$ cat config.mk
export PLATFORM = sky130hd
export DESIGN_NAME = s3tc_block_decoder_top
export DESIGN_NICKNAME = d
export VERILOG_FILES = /design/src/s3tc_pkg.sv /design/src/s3tc_front.sv /design/src/s3tc_palette.sv /design/src/s3tc_emitter.sv /design/src/s3tc_block_decoder_top.sv
export SDC_FILE = /design/constraint.sdc
export NUM_CORES = 2
export LEC_CHECK = 0
export BUFFER_PORTS_ARGS = -buffer_cell sky130_fd_sc_hd__buf_2
export CORE_MARGIN = 2
export CORE_UTILIZATION = 37
export CTS_CLUSTER_SIZE = 28
export DETAILED_ROUTE_END_ITERATION = 7
export SYNTH_ARGS = -nofsm -noshare
export SYNTH_HDL_FRONTEND = slang
export SYNTH_SLANG_ARGS = --single-unit
$ cat constraint.sdc
create_clock -name clk -period 23 [get_ports clk]
set_clock_uncertainty 0.2 [all_clocks]
set_input_delay 2.3 -clock clk [delete_from_list [all_inputs] [get_ports clk]]
set_output_delay 2.3 -clock clk [all_outputs]
set_load 0.02 [all_outputs]
$ cat src/s3tc_pkg.sv
// ----------------------------------------------------------------------------
// s3tc_pkg
// Shared types, register codes and constant-divide helpers for the S3TC
// block decoder.
// ----------------------------------------------------------------------------
package s3tc_pkg;

    // configuration register indexes
    localparam logic [1:0] REG_BLOCK_FORMAT = 2'd0;
    localparam logic [1:0] REG_IMAGE_WIDTH  = 2'd1;
    localparam logic [1:0] REG_IMAGE_HEIGHT = 2'd2;

    // block format codes (code three decodes as BC1)
    localparam logic [1:0] FMT_BC1 = 2'd0;
    localparam logic [1:0] FMT_BC2 = 2'd1;
    localparam logic [1:0] FMT_BC3 = 2'd2;

    localparam int DIM_W = 15;

    // block after endpoint expansion and clipping
    typedef struct packed {
        logic [11:0] col;
        logic [11:0] row;
        logic [2:0]  ncols;
        logic [2:0]  nrows;
        logic        three;
        logic [1:0][23:0] ends;   // {r,g,b} of c0 and c1
        logic [31:0] cidx;
        logic [63:0] aw;
    } exp_blk_t;

    // block with full palettes
    typedef struct packed {
        logic [11:0] col;
        logic [11:0] row;
        logic [2:0]  ncols;
        logic [2:0]  nrows;
        logic        three;
        logic [3:0][23:0] cpal;
        logic [7:0][7:0]  apal;
        logic [31:0] cidx;
        logic [63:0] aw;
    } dec_blk_t;

    // emitter status seen by the top level
    typedef struct packed {
        logic       busy;
        logic       fire;
        logic       last;
        logic [1:0] px;
        logic [1:0] py;
        logic [2:0] ncols;
        logic [2:0] nrows;
    } emit_status_t;

    // v*255/31, truncated: reciprocal multiply, exact for all 5-bit v
    function automatic logic [7:0] expand5(input logic [4:0] v);
        logic [25:0] p;
        p = {21'b0, v} * 26'd2156535;
        return p[25:18];
    endfunction

    // v*255/63, truncated
    function automatic logic [7:0] expand6(input logic [5:0] v);
        logic [27:0] p;
        p = {22'b0, v} * 28'd4244475;
        return p[27:20];
    endfunction

    // x/3 for x < 768
    function automatic logic [7:0] div3(input logic [9:0] x);
        logic [20:0] p;
        p = {11'b0, x} * 21'd683;
        return p[18:11];
    endfunction

    // x/5 for x <= 1275
    function automatic logic [7:0] div5(input logic [10:0] x);
        logic [20:0] p;
        p = {10'b0, x} * 21'd1639;
        return p[20:13];
    endfunction

    // x/7 for x <= 1785
    function automatic logic [7:0] div7(input logic [10:0] x);
        logic [21:0] p;
        p = {11'b0, x} * 22'd2341;
        return p[21:14];
    endfunction

endpackage

$ cat src/s3tc_front.sv
// ----------------------------------------------------------------------------
// s3tc_front
// Input register and endpoint stage: RGB565 expansion, palette mode and
// visible row/column counts of the block.
// ----------------------------------------------------------------------------
module s3tc_front
    import s3tc_pkg::*;
#(
    parameter int MAX_IMAGE_DIM = 16384
)
(
    input  logic             clk,
    input  logic             rst_n,
    input  logic [1:0]       fmt,
    input  logic [DIM_W-1:0] width,
    input  logic [DIM_W-1:0] height,
    input  logic             in_valid,
    output logic             in_stall,
    input  logic [11:0]      block_col,
    input  logic [11:0]      block_row,
    input  logic [63:0]      alpha_word,
    input  logic [63:0]      color_word,
    output logic             blk_valid,
    input  logic             blk_take,
    output exp_blk_t         blk
);

    localparam logic [16:0] MAX_DIM = 17'(MAX_IMAGE_DIM);

    logic        a_valid_reg, a_valid_next;
    logic [11:0] a_col_reg, a_row_reg;
    logic [63:0] a_aw_reg, a_cw_reg;
    logic        b_valid_reg, b_valid_next;
    exp_blk_t    b_blk_reg, b_blk_next;
    logic        b_ready, a_ready, a_load;
    logic [15:0] c0, c1;
    logic [13:0] x0, y0;
    logic [3:0]  vis_x, vis_y;

    assign b_ready  = !b_valid_reg || blk_take;
    assign a_ready  = !a_valid_reg || b_ready;
    assign in_stall = !a_ready;
    assign a_load   = in_valid && a_ready;

    always_comb
    begin
        c0 = a_cw_reg[15:0];
        c1 = a_cw_reg[31:16];
        x0 = {a_col_reg, 2'b00};
        y0 = {a_row_reg, 2'b00};
        for (int i = 0; i < 4; i++)
        begin
            vis_x[i] = ({3'b0, x0 + 14'(i)} < {2'b0, width})
                    && ({3'b0, x0 + 14'(i)} < MAX_DIM);
            vis_y[i] = ({3'b0, y0 + 14'(i)} < {2'b0, height})
                    && ({3'b0, y0 + 14'(i)} < MAX_DIM);
        end
        b_blk_next.col   = a_col_reg;
        b_blk_next.row   = a_row_reg;
        // visible columns form a prefix of the block
        b_blk_next.ncols = vis_x[3] ? 3'd4 : vis_x[2] ? 3'd3 : vis_x[1] ? 3'd2
                         : vis_x[0] ? 3'd1 : 3'd0;
        b_blk_next.nrows = vis_y[3] ? 3'd4 : vis_y[2] ? 3'd3 : vis_y[1] ? 3'd2
                         : vis_y[0] ? 3'd1 : 3'd0;
        b_blk_next.three = (fmt != FMT_BC2) && (fmt != FMT_BC3) && !(c0 > c1);
        b_blk_next.ends[0] = {expand5(c0[15:11]), expand6(c0[10:5]), expand5(c0[4:0])};
        b_blk_next.ends[1] = {expand5(c1[15:11]), expand6(c1[10:5]), expand5(c1[4:0])};
        b_blk_next.cidx  = a_cw_reg[63:32];
        b_blk_next.aw    = a_aw_reg;
        a_valid_next = a_load ? 1'b1 : (b_ready ? 1'b0 : a_valid_reg);
        b_valid_next = b_ready ? a_valid_reg : b_valid_reg;
    end

    always_ff @(posedge clk or negedge rst_n)
    begin
        if (!rst_n)
        begin
            a_valid_reg <= 1'b0;
            b_valid_reg <= 1'b0;
        end
        else
        begin
            a_valid_reg <= a_valid_next;
            b_valid_reg <= b_valid_next;
        end
    end

    always_ff @(posedge clk)
    begin
        if (a_load)
        begin
            a_col_reg <= block_col;
            a_row_reg <= block_row;
            a_aw_reg  <= alpha_word;
            a_cw_reg  <= color_word;
        end
        if (b_ready && a_valid_reg)
        begin
            b_blk_reg <= b_blk_next;
        end
    end

    assign blk_valid = b_valid_reg;
    assign blk       = b_blk_reg;

endmodule

$ cat src/s3tc_palette.sv
// ----------------------------------------------------------------------------
// s3tc_palette
// Interpolated colour entries (four- or three-colour) and the BC3 alpha
// palette (eight- or six-value).
// ----------------------------------------------------------------------------
module s3tc_palette
    import s3tc_pkg::*;
(
    input  exp_blk_t blk_in,
    output dec_blk_t blk_out
);

    logic [7:0] e0, e1, a0, a1;
    logic [8:0] half_sum;

    always_comb
    begin
        blk_out.col   = blk_in.col;
        blk_out.row   = blk_in.row;
        blk_out.ncols = blk_in.ncols;
        blk_out.nrows = blk_in.nrows;
        blk_out.three = blk_in.three;
        blk_out.cidx  = blk_in.cidx;
        blk_out.aw    = blk_in.aw;
        blk_out.cpal[0] = blk_in.ends[0];
        blk_out.cpal[1] = blk_in.ends[1];
        e0 = 8'd0;
        e1 = 8'd0;
        half_sum = 9'd0;
        // channels are independent: r, g, b
        for (int ch = 0; ch < 3; ch++)
        begin
            e0 = blk_in.ends[0][ch*8 +: 8];
            e1 = blk_in.ends[1][ch*8 +: 8];
            if (blk_in.three)
            begin
                half_sum = {1'b0, e0} + {1'b0, e1};
                blk_out.cpal[2][ch*8 +: 8] = half_sum[8:1];
                blk_out.cpal[3][ch*8 +: 8] = 8'd0;
            end
            else
            begin
                blk_out.cpal[2][ch*8 +: 8] = div3({1'b0, e0, 1'b0} + {2'b0, e1});
                blk_out.cpal[3][ch*8 +: 8] = div3({2'b0, e0} + {1'b0, e1, 1'b0});
            end
        end

        a0 = blk_in.aw[7:0];
        a1 = blk_in.aw[15:8];
        blk_out.apal[0] = a0;
        blk_out.apal[1] = a1;
        for (int i = 1; i <= 6; i++)
        begin
            if (a0 > a1)
            begin
                blk_out.apal[1 + i] = div7(11'(7 - i) * {3'b0, a0} + 11'(i) * {3'b0, a1});
            end
            else if (i <= 4)
            begin
                blk_out.apal[1 + i] = div5(11'(5 - i) * {3'b0, a0} + 11'(i) * {3'b0, a1});
            end
            else
            begin
                blk_out.apal[1 + i] = (i == 5) ? 8'd0 : 8'd255;
            end
        end
    end

endmodule

$ cat src/s3tc_emitter.sv
// ----------------------------------------------------------------------------
// s3tc_emitter
// Holds one decoded block and walks its visible pixels, one word per cycle
// while out_stall is low, into the output register.
// ----------------------------------------------------------------------------
module s3tc_emitter
    import s3tc_pkg::*;
(
    input  logic         clk,
    input  logic         rst_n,
    input  logic [1:0]   fmt,
    input  logic         blk_valid,
    output logic         blk_ready,
    input  dec_blk_t     blk,
    output logic         out_valid,
    input  logic         out_stall,
    output logic [13:0]  pixel_x,
    output logic [13:0]  pixel_y,
    output logic [7:0]   red,
    output logic [7:0]   green,
    output logic [7:0]   blue,
    output logic [7:0]   alpha,
    output logic         last_pixel,
    output emit_status_t status
);

    logic        busy_reg, busy_next;
    logic [1:0]  px_reg, px_next, py_reg, py_next;
    dec_blk_t    blk_reg;
    logic        o_valid_reg, o_valid_next;
    logic [13:0] x_reg, y_reg;
    logic [7:0]  r_reg, g_reg, b_reg, a_reg;
    logic        last_reg;
    logic [3:0]  p;
    logic [1:0]  ci;
    logic [3:0]  nib;
    logic [2:0]  ai;
    logic [23:0] rgb;
    logic [7:0]  a_sel;
    logic        row_end, last, fire, load;

    always_comb
    begin
        p   = {py_reg, px_reg};
        ci  = blk_reg.cidx[{p, 1'b0} +: 2];
        nib = blk_reg.aw[{p, 2'b00} +: 4];
        ai  = blk_reg.aw[6'({p, 1'b0}) + 6'(p) + 6'd16 +: 3];
        rgb = blk_reg.cpal[ci];
        unique case (fmt)
            FMT_BC2: a_sel = {nib, nib};
            FMT_BC3: a_sel = blk_reg.apal[ai];
            default: a_sel = (blk_reg.three && ci == 2'd3) ? 8'd0 : 8'd255;
        endcase

        row_end = ({1'b0, px_reg} + 3'd1) == blk_reg.ncols;
        last    = row_end && (({1'b0, py_reg} + 3'd1) == blk_reg.nrows);
        fire    = busy_reg && (!o_valid_reg || !out_stall);
        blk_ready = !busy_reg || (fire && last);
        load    = blk_valid && blk_ready;

        busy_next = busy_reg;
        px_next   = px_reg;
        py_next   = py_reg;
        if (fire && last)
        begin
            busy_next = 1'b0;
        end
        if (load)
        begin
            // fully clipped blocks are dropped here
            busy_next = (blk.ncols != 3'd0) && (blk.nrows != 3'd0);
        end
        if (load || (fire && last))
        begin
            px_next = 2'd0;
            py_next = 2'd0;
        end
        else if (fire)
        begin
            if (row_end)
            begin
                px_next = 2'd0;
                py_next = py_reg + 2'd1;
            end
            else
            begin
                px_next = px_reg + 2'd1;
            end
        end

        o_valid_next = (!o_valid_reg || !out_stall) ? fire : o_valid_reg;
    end

    always_ff @(posedge clk or negedge rst_n)
    begin
        if (!rst_n)
        begin
            busy_reg    <= 1'b0;
            px_reg      <= 2'd0;
            py_reg      <= 2'd0;
            o_valid_reg <= 1'b0;
        end
        else
        begin
            busy_reg    <= busy_next;
            px_reg      <= px_next;
            py_reg      <= py_next;
            o_valid_reg <= o_valid_next;
        end
    end

    always_ff @(posedge clk)
    begin
        if (load)
        begin
            blk_reg <= blk;
        end
        if (fire)
        begin
            x_reg    <= {blk_reg.col, px_reg};
            y_reg    <= {blk_reg.row, py_reg};
            r_reg    <= rgb[23:16];
            g_reg    <= rgb[15:8];
            b_reg    <= rgb[7:0];
            a_reg    <= a_sel;
            last_reg <= last;
        end
    end

    assign out_valid  = o_valid_reg;
    assign pixel_x    = x_reg;
    assign pixel_y    = y_reg;
    assign red        = r_reg;
    assign green      = g_reg;
    assign blue       = b_reg;
    assign alpha      = a_reg;
    assign last_pixel = last_reg;

    assign status.busy  = busy_reg;
    assign status.fire  = fire;
    assign status.last  = last;
    assign status.px    = px_reg;
    assign status.py    = py_reg;
    assign status.ncols = blk_reg.ncols;
    assign status.nrows = blk_reg.nrows;

endmodule

$ cat src/s3tc_block_decoder_top.sv
// ----------------------------------------------------------------------------
// s3tc_block_decoder_top
// S3TC (BC1/BC2/BC3) block decoder: one compressed 4x4 block in, its
// visible pixels out as RGBA8 in row-major order.
// ----------------------------------------------------------------------------
// Usage:
//   Input channel (in_valid/in_stall) takes one block word: block column,
//   block row, alpha half and colour half. Output channel
//   (out_valid/out_stall) gives one pixel word per handshake, with its image
//   position; last_pixel marks the final visible pixel of the block.
//   Pixels beyond image_width/image_height are skipped; a block with no
//   visible pixel produces no word at all.
//   A block's first pixel passes the input, endpoint, emitter block and output
//   registers. Pixel words leave at one per cycle while out_stall is low,
//   a block giving one word per visible pixel (16 for an interior block),
//   as the pixel walker in the emitter steps. Up to two further blocks
//   wait in the input and endpoint registers meanwhile.
//   The user writes configuration (cfg_wr_en/cfg_index/cfg_data) only while idle; the block does not enforce it.
//   Reset: format BC1, width and height 1, all pipeline stages empty.
//   A stalled receiver holds the output word; back-pressure then ripples
//   up to in_stall once every stage is full. Nothing is lost or repeated.
// ----------------------------------------------------------------------------
module s3tc_block_decoder_top
    import s3tc_pkg::*;
#(
    parameter int MAX_IMAGE_DIM = 16384
)
(
    input  logic             clk,
    input  logic             rst_n,
    // configuration
    input  logic             cfg_wr_en,
    input  logic [1:0]       cfg_index,
    input  logic [DIM_W-1:0] cfg_data,
    // block input
    input  logic             in_valid,
    output logic             in_stall,
    input  logic [11:0]      block_col,
    input  logic [11:0]      block_row,
    input  logic [63:0]      alpha_word,
    input  logic [63:0]      color_word,
    // pixel output
    output logic             out_valid,
    input  logic             out_stall,
    output logic [13:0]      pixel_x,
    output logic [13:0]      pixel_y,
    output logic [7:0]       red,
    output logic [7:0]       green,
    output logic [7:0]       blue,
    output logic [7:0]       alpha,
    output logic             last_pixel
);

    logic [1:0]       fmt_reg;
    logic [DIM_W-1:0] width_reg, height_reg;

    exp_blk_t     exp_blk;
    dec_blk_t     dec_blk;
    logic         exp_valid, emit_ready;
    emit_status_t emit_st;

    // configuration registers; unknown indexes are ignored
    always_ff @(posedge clk or negedge rst_n)
    begin
        if (!rst_n)
        begin
            fmt_reg    <= FMT_BC1;
            width_reg  <= DIM_W'(1);
            height_reg <= DIM_W'(1);
        end
        else if (cfg_wr_en)
        begin
            unique case (cfg_index)
                REG_BLOCK_FORMAT: fmt_reg    <= cfg_data[1:0];
                REG_IMAGE_WIDTH:  width_reg  <= cfg_data;
                REG_IMAGE_HEIGHT: height_reg <= cfg_data;
                default: ;
            endcase
        end
    end

    // stages 1-2: input capture, endpoint expansion, clipping
    s3tc_front #(
        .MAX_IMAGE_DIM (MAX_IMAGE_DIM)
    ) u_front (
        .clk        (clk),
        .rst_n      (rst_n),
        .fmt        (fmt_reg),
        .width      (width_reg),
        .height     (height_reg),
        .in_valid   (in_valid),
        .in_stall   (in_stall),
        .block_col  (block_col),
        .block_row  (block_row),
        .alpha_word (alpha_word),
        .color_word (color_word),
        .blk_valid  (exp_valid),
        .blk_take   (emit_ready),
        .blk        (exp_blk)
    );

    // palette interpolation, registered at the emitter's block register
    s3tc_palette u_palette (
        .blk_in  (exp_blk),
        .blk_out (dec_blk)
    );

    // stage 3-4: pixel walk and output register
    s3tc_emitter u_emitter (
        .clk        (clk),
        .rst_n      (rst_n),
        .fmt        (fmt_reg),
        .blk_valid  (exp_valid),
        .blk_ready  (emit_ready),
        .blk        (dec_blk),
        .out_valid  (out_valid),
        .out_stall  (out_stall),
        .pixel_x    (pixel_x),
        .pixel_y    (pixel_y),
        .red        (red),
        .green      (green),
        .blue       (blue),
        .alpha      (alpha),
        .last_pixel (last_pixel),
        .status     (emit_st)
    );

    // walker always stays inside the visible rectangle
    a_walk_in_range: assert property (@(posedge clk) disable iff (!rst_n)
        emit_st.busy |-> (({1'b0, emit_st.px} < emit_st.ncols)
                       && ({1'b0, emit_st.py} < emit_st.nrows)))
        else $error("pixel walker outside visible rectangle");

    // a block's last pixel resets the walker
    a_walk_restart: assert property (@(posedge clk) disable iff (!rst_n)
        (emit_st.fire && emit_st.last) |=> (emit_st.px == 2'd0 && emit_st.py == 2'd0))
        else $error("walker not restarted after last pixel");

    // block stays held until its last pixel is sent
    a_block_held: assert property (@(posedge clk) disable iff (!rst_n)
        (emit_st.fire && !emit_st.last) |=> emit_st.busy)
        else $error("block dropped before its last pixel");

    // every emitted pixel reaches the output register
    a_fire_output: assert property (@(posedge clk) disable iff (!rst_n)
        emit_st.fire |=> out_valid)
        else $error("emitted pixel missing at output");

endmodule
==> impl_metrics.py <==
metrics = {
    "run_status": {
        "outcome": "completed",
    },
    "global_routing": {
        "grt-ovfl-total": 0,
        "grt_max_degree": 76,
        "grt_pass1_vias": 43731,
        "grt_usage": 0.171,
        "antenna_found_initial": 23,
        "grt_pass1_wl_um": 243000,
    },
    "logic_synthesis": {
        "synthSimpleGateAreaFrac": 0.0481,
        "ys_top_cells_by_area": "edfxtp_1 (30%), ha_1 (27%), fa_1 (15%)",
        "async_flop_share": 0.0572,
        "yosysMostFrequentCell": "ha_1",
        "synth_top_family_by_area": "adder cells",
        "synthCells": 5452,
        "synth_seq_cells": 699,
        "syn-num-nets": 7537,
        "yosysTopAreaCellShare": 0.299,
        "yosysTopAreaCell": "edfxtp_1",
        "synth_top_flop_cell": "edfxtp_1",
        "synthAdderAreaFrac": 0.418,
        "syn-cell-area_um2": 66100,
        "avgSynthCellArea_um2": 12.1,
        "yosys.area_share.xor_xnor": 0.0423,
        "synth_cell_type_count": 74,
        "ys_seq_area_frac": 0.314,
        "synth_compound_area_frac": 0.0752,
        "yosys_warnings": 0,
        "synth_edf_count": 659,
        "synth.area.mux_share": 0.0481,
        "synthTopCellsByCount": "ha_1 (1,415), inv_1 (875), edfxtp_1 (659)",
    },
    "clock_tree": {
        "cts-resized-gates": 0,
        "cts_tree": "built",
        "cts_setup_buffers": 0,
        "cts-buffers-inserted": 79,
        "clk_latency_ns": 0.71,
        "ctsHtreeMaxLevel": 3,
        "cts_sinks": 699,
        "cts_hold_buf": 0,
        "path_clk_slew_ns": 0.06,
        "cts_root_buf": "clkbuf_16",
        "cts.path.max_buffers": 3,
    },
    "run": {
        "max_cap_viol_count": 0,
    },
    "setup_path": {
        "start_kind": "register",
        "path_class": "reg2reg",
        "crit_buf_inv": 5,
        "crit_fanout": 14,
        "cp-end-kind": "register",
        "critPathTopFamily": "adder cells",
        "cp.required_ns": 23.20,
        "slowest_stage": "edfxtp_1",
        "crit_path_max_incr_delay_ns": 0.77,
        "crit_arrival_ns": 9.12,
    },
    "sta": {
        "period_share": 0.388,
        "final.setup.tns_ns": 0,
        "final_hold_viol_count": 0,
        "min_period_ns": 8.92,
        "slew_viol_final": 0,
        "worst-slew-pin-transition_ns": 1.09,
        "setup_slack_ns": 14.08,
        "slew_headroom": 0.271,
        "max_freq_mhz": 112,
        "setup_violations": 0,
        "rsz0062_at_grt": "no",
    },
    "placement": {
        "detailedPlace.worstSlack_ns": 14.12,
        "port_buffers": 236,
        "hpwl_um": 124000,
        "place.gp.congestion": 0.874,
    },
    "drt": {
        "drc_errors": 0,
        "drtAntennaViolNets": 0,
        "drtIter0Drc": 2122,
        "via_per_inst": 5.03,
        "first_pass_iters": 7,
        "vias": 41146,
        "routedWlPerCell_um": 18.5,
        "drt_wl_total_um": 152000,
    },
    "layout": {
        "area_growth_syn_to_layout_pct": 10.5,
        "largest_register_ff_count": 265,
        "nNetsFinal": 7832,
        "drive_gt1_frac": 0.0967,
        "utilization": 0.410,
        "nFillCells": 16851,
    },
    "min_path": {
        "min_path_type": "reg2reg",
    },
    "floorplan": {
        "initial_core_util": 0.371,
        "dieHeight_um": 427,
        "core.rowCount": 155,
        "coreArea_um2": 178000,
        "io_pins": 237,
        "die-area_um2": 182000,
        "dieWidth_um": 427,
    },
}
-- worst reg2reg max path: cells and delay by family, from the launching register on --
kind                     cells  cell delay (ns)
AO/OA/AOI/OAI                8             2.12
adder cells (fa/ha/maj)      9             3.78
multiplexers                 1             0.08
flip-flops                   1             0.77
AND/OR/NAND/NOR              4             0.37
buffers and inverters        5             0.34
XOR/XNOR                     3             0.94
-- worst paths after layout --
path	start	to	slack, ns	depth (start not counted)
worst max-delay path	u_front.blk[1]	u_emitter.blk_reg[127]	14.08	30
worst min-delay path	u_front.blk[156]	u_emitter.blk_reg[268]	0.21	0
worst max register to register	u_front.blk[1]	u_emitter.blk_reg[127]	14.08	30
worst min register to register	u_front.blk[156]	u_emitter.blk_reg[268]	0.21	0
max in group asynchronous	rst_n	u_emitter.px_reg[0]	20.28	1
min in group asynchronous	rst_n	width_reg[10]	1.57	1
-- final cells by class --
class | instances | area [µm²] | area share
Clock inverter | 45 | 698 | 0.00956
Inverter | 876 | 3290 | 0.0450
Timing Repair Buffer | 268 | 1420 | 0.0195
Multi-Input combinational cell | 3823 | 41800 | 0.572
Tap cell | 2355 | 2950 | 0.0403
Sequential cell | 699 | 20800 | 0.285
Antenna cell | 8 | 20.0 | 0.000274
Clock buffer | 100 | 2090 | 0.0286
-- per-stage QoR --
step | cell area, µm² | hold slack (ns) | std cells
after floorplan | 66100 | 0.200 | 5452
after global placement | 70200 | 0.201 | 8021
after detailed placement | 70200 | 0.205 | 8021
final | 73100 | 0.208 | 8174
after CTS | 73000 | 0.207 | 8166
after global routing | 73100 | 0.214 | 8172
-- cells in the final DEF, fill, tap and decap left out, types with 42 or more instances in the layout --
master / instances
o21ai_0: 133
o21a_1: 50
fa_1: 495
nor2b_1: 43
nor3_1: 64
xnor2_1: 237
mux2i_1: 49
edfxtp_1: 659
inv_1: 874
o21bai_1: 56
buf_2: 236
nor2_1: 167
mux4_2: 99
a21o_1: 86
nand3_1: 61
xor2_1: 80
ha_1: 1414
nand2_1: 119
clkbuf_16: 80
a21oi_1: 230
nand2b_1: 42
-- logic make-up (layout without fill, tap and decap cells) --
| group | after synthesis | after routing |
|---|---|---|
| adders and majority gates | 1911 | 1911 |
| buffers and inverters | 930 | 1289 |
| AOI/OAI and AO/OA | 767 | 767 |
| DFF | 699 | 699 |
| and+or+nand+nor | 638 | 638 |
| xor gates and xnor gates | 318 | 318 |
| muxes | 189 | 189 |
| other | 0 | 8 |
-- routing by layer --
layer  up-vias  share of wire  GRT usage
met5         -              0          0
met4         0          0.034     0.0573
met3       212          0.032     0.0186
met2       627           0.50      0.300
met1     20329           0.43      0.218
li1      19978              -          -
Power is not shown: default switching activity piles up to over one toggle a cycle in this logic, so the estimate is an artifact.
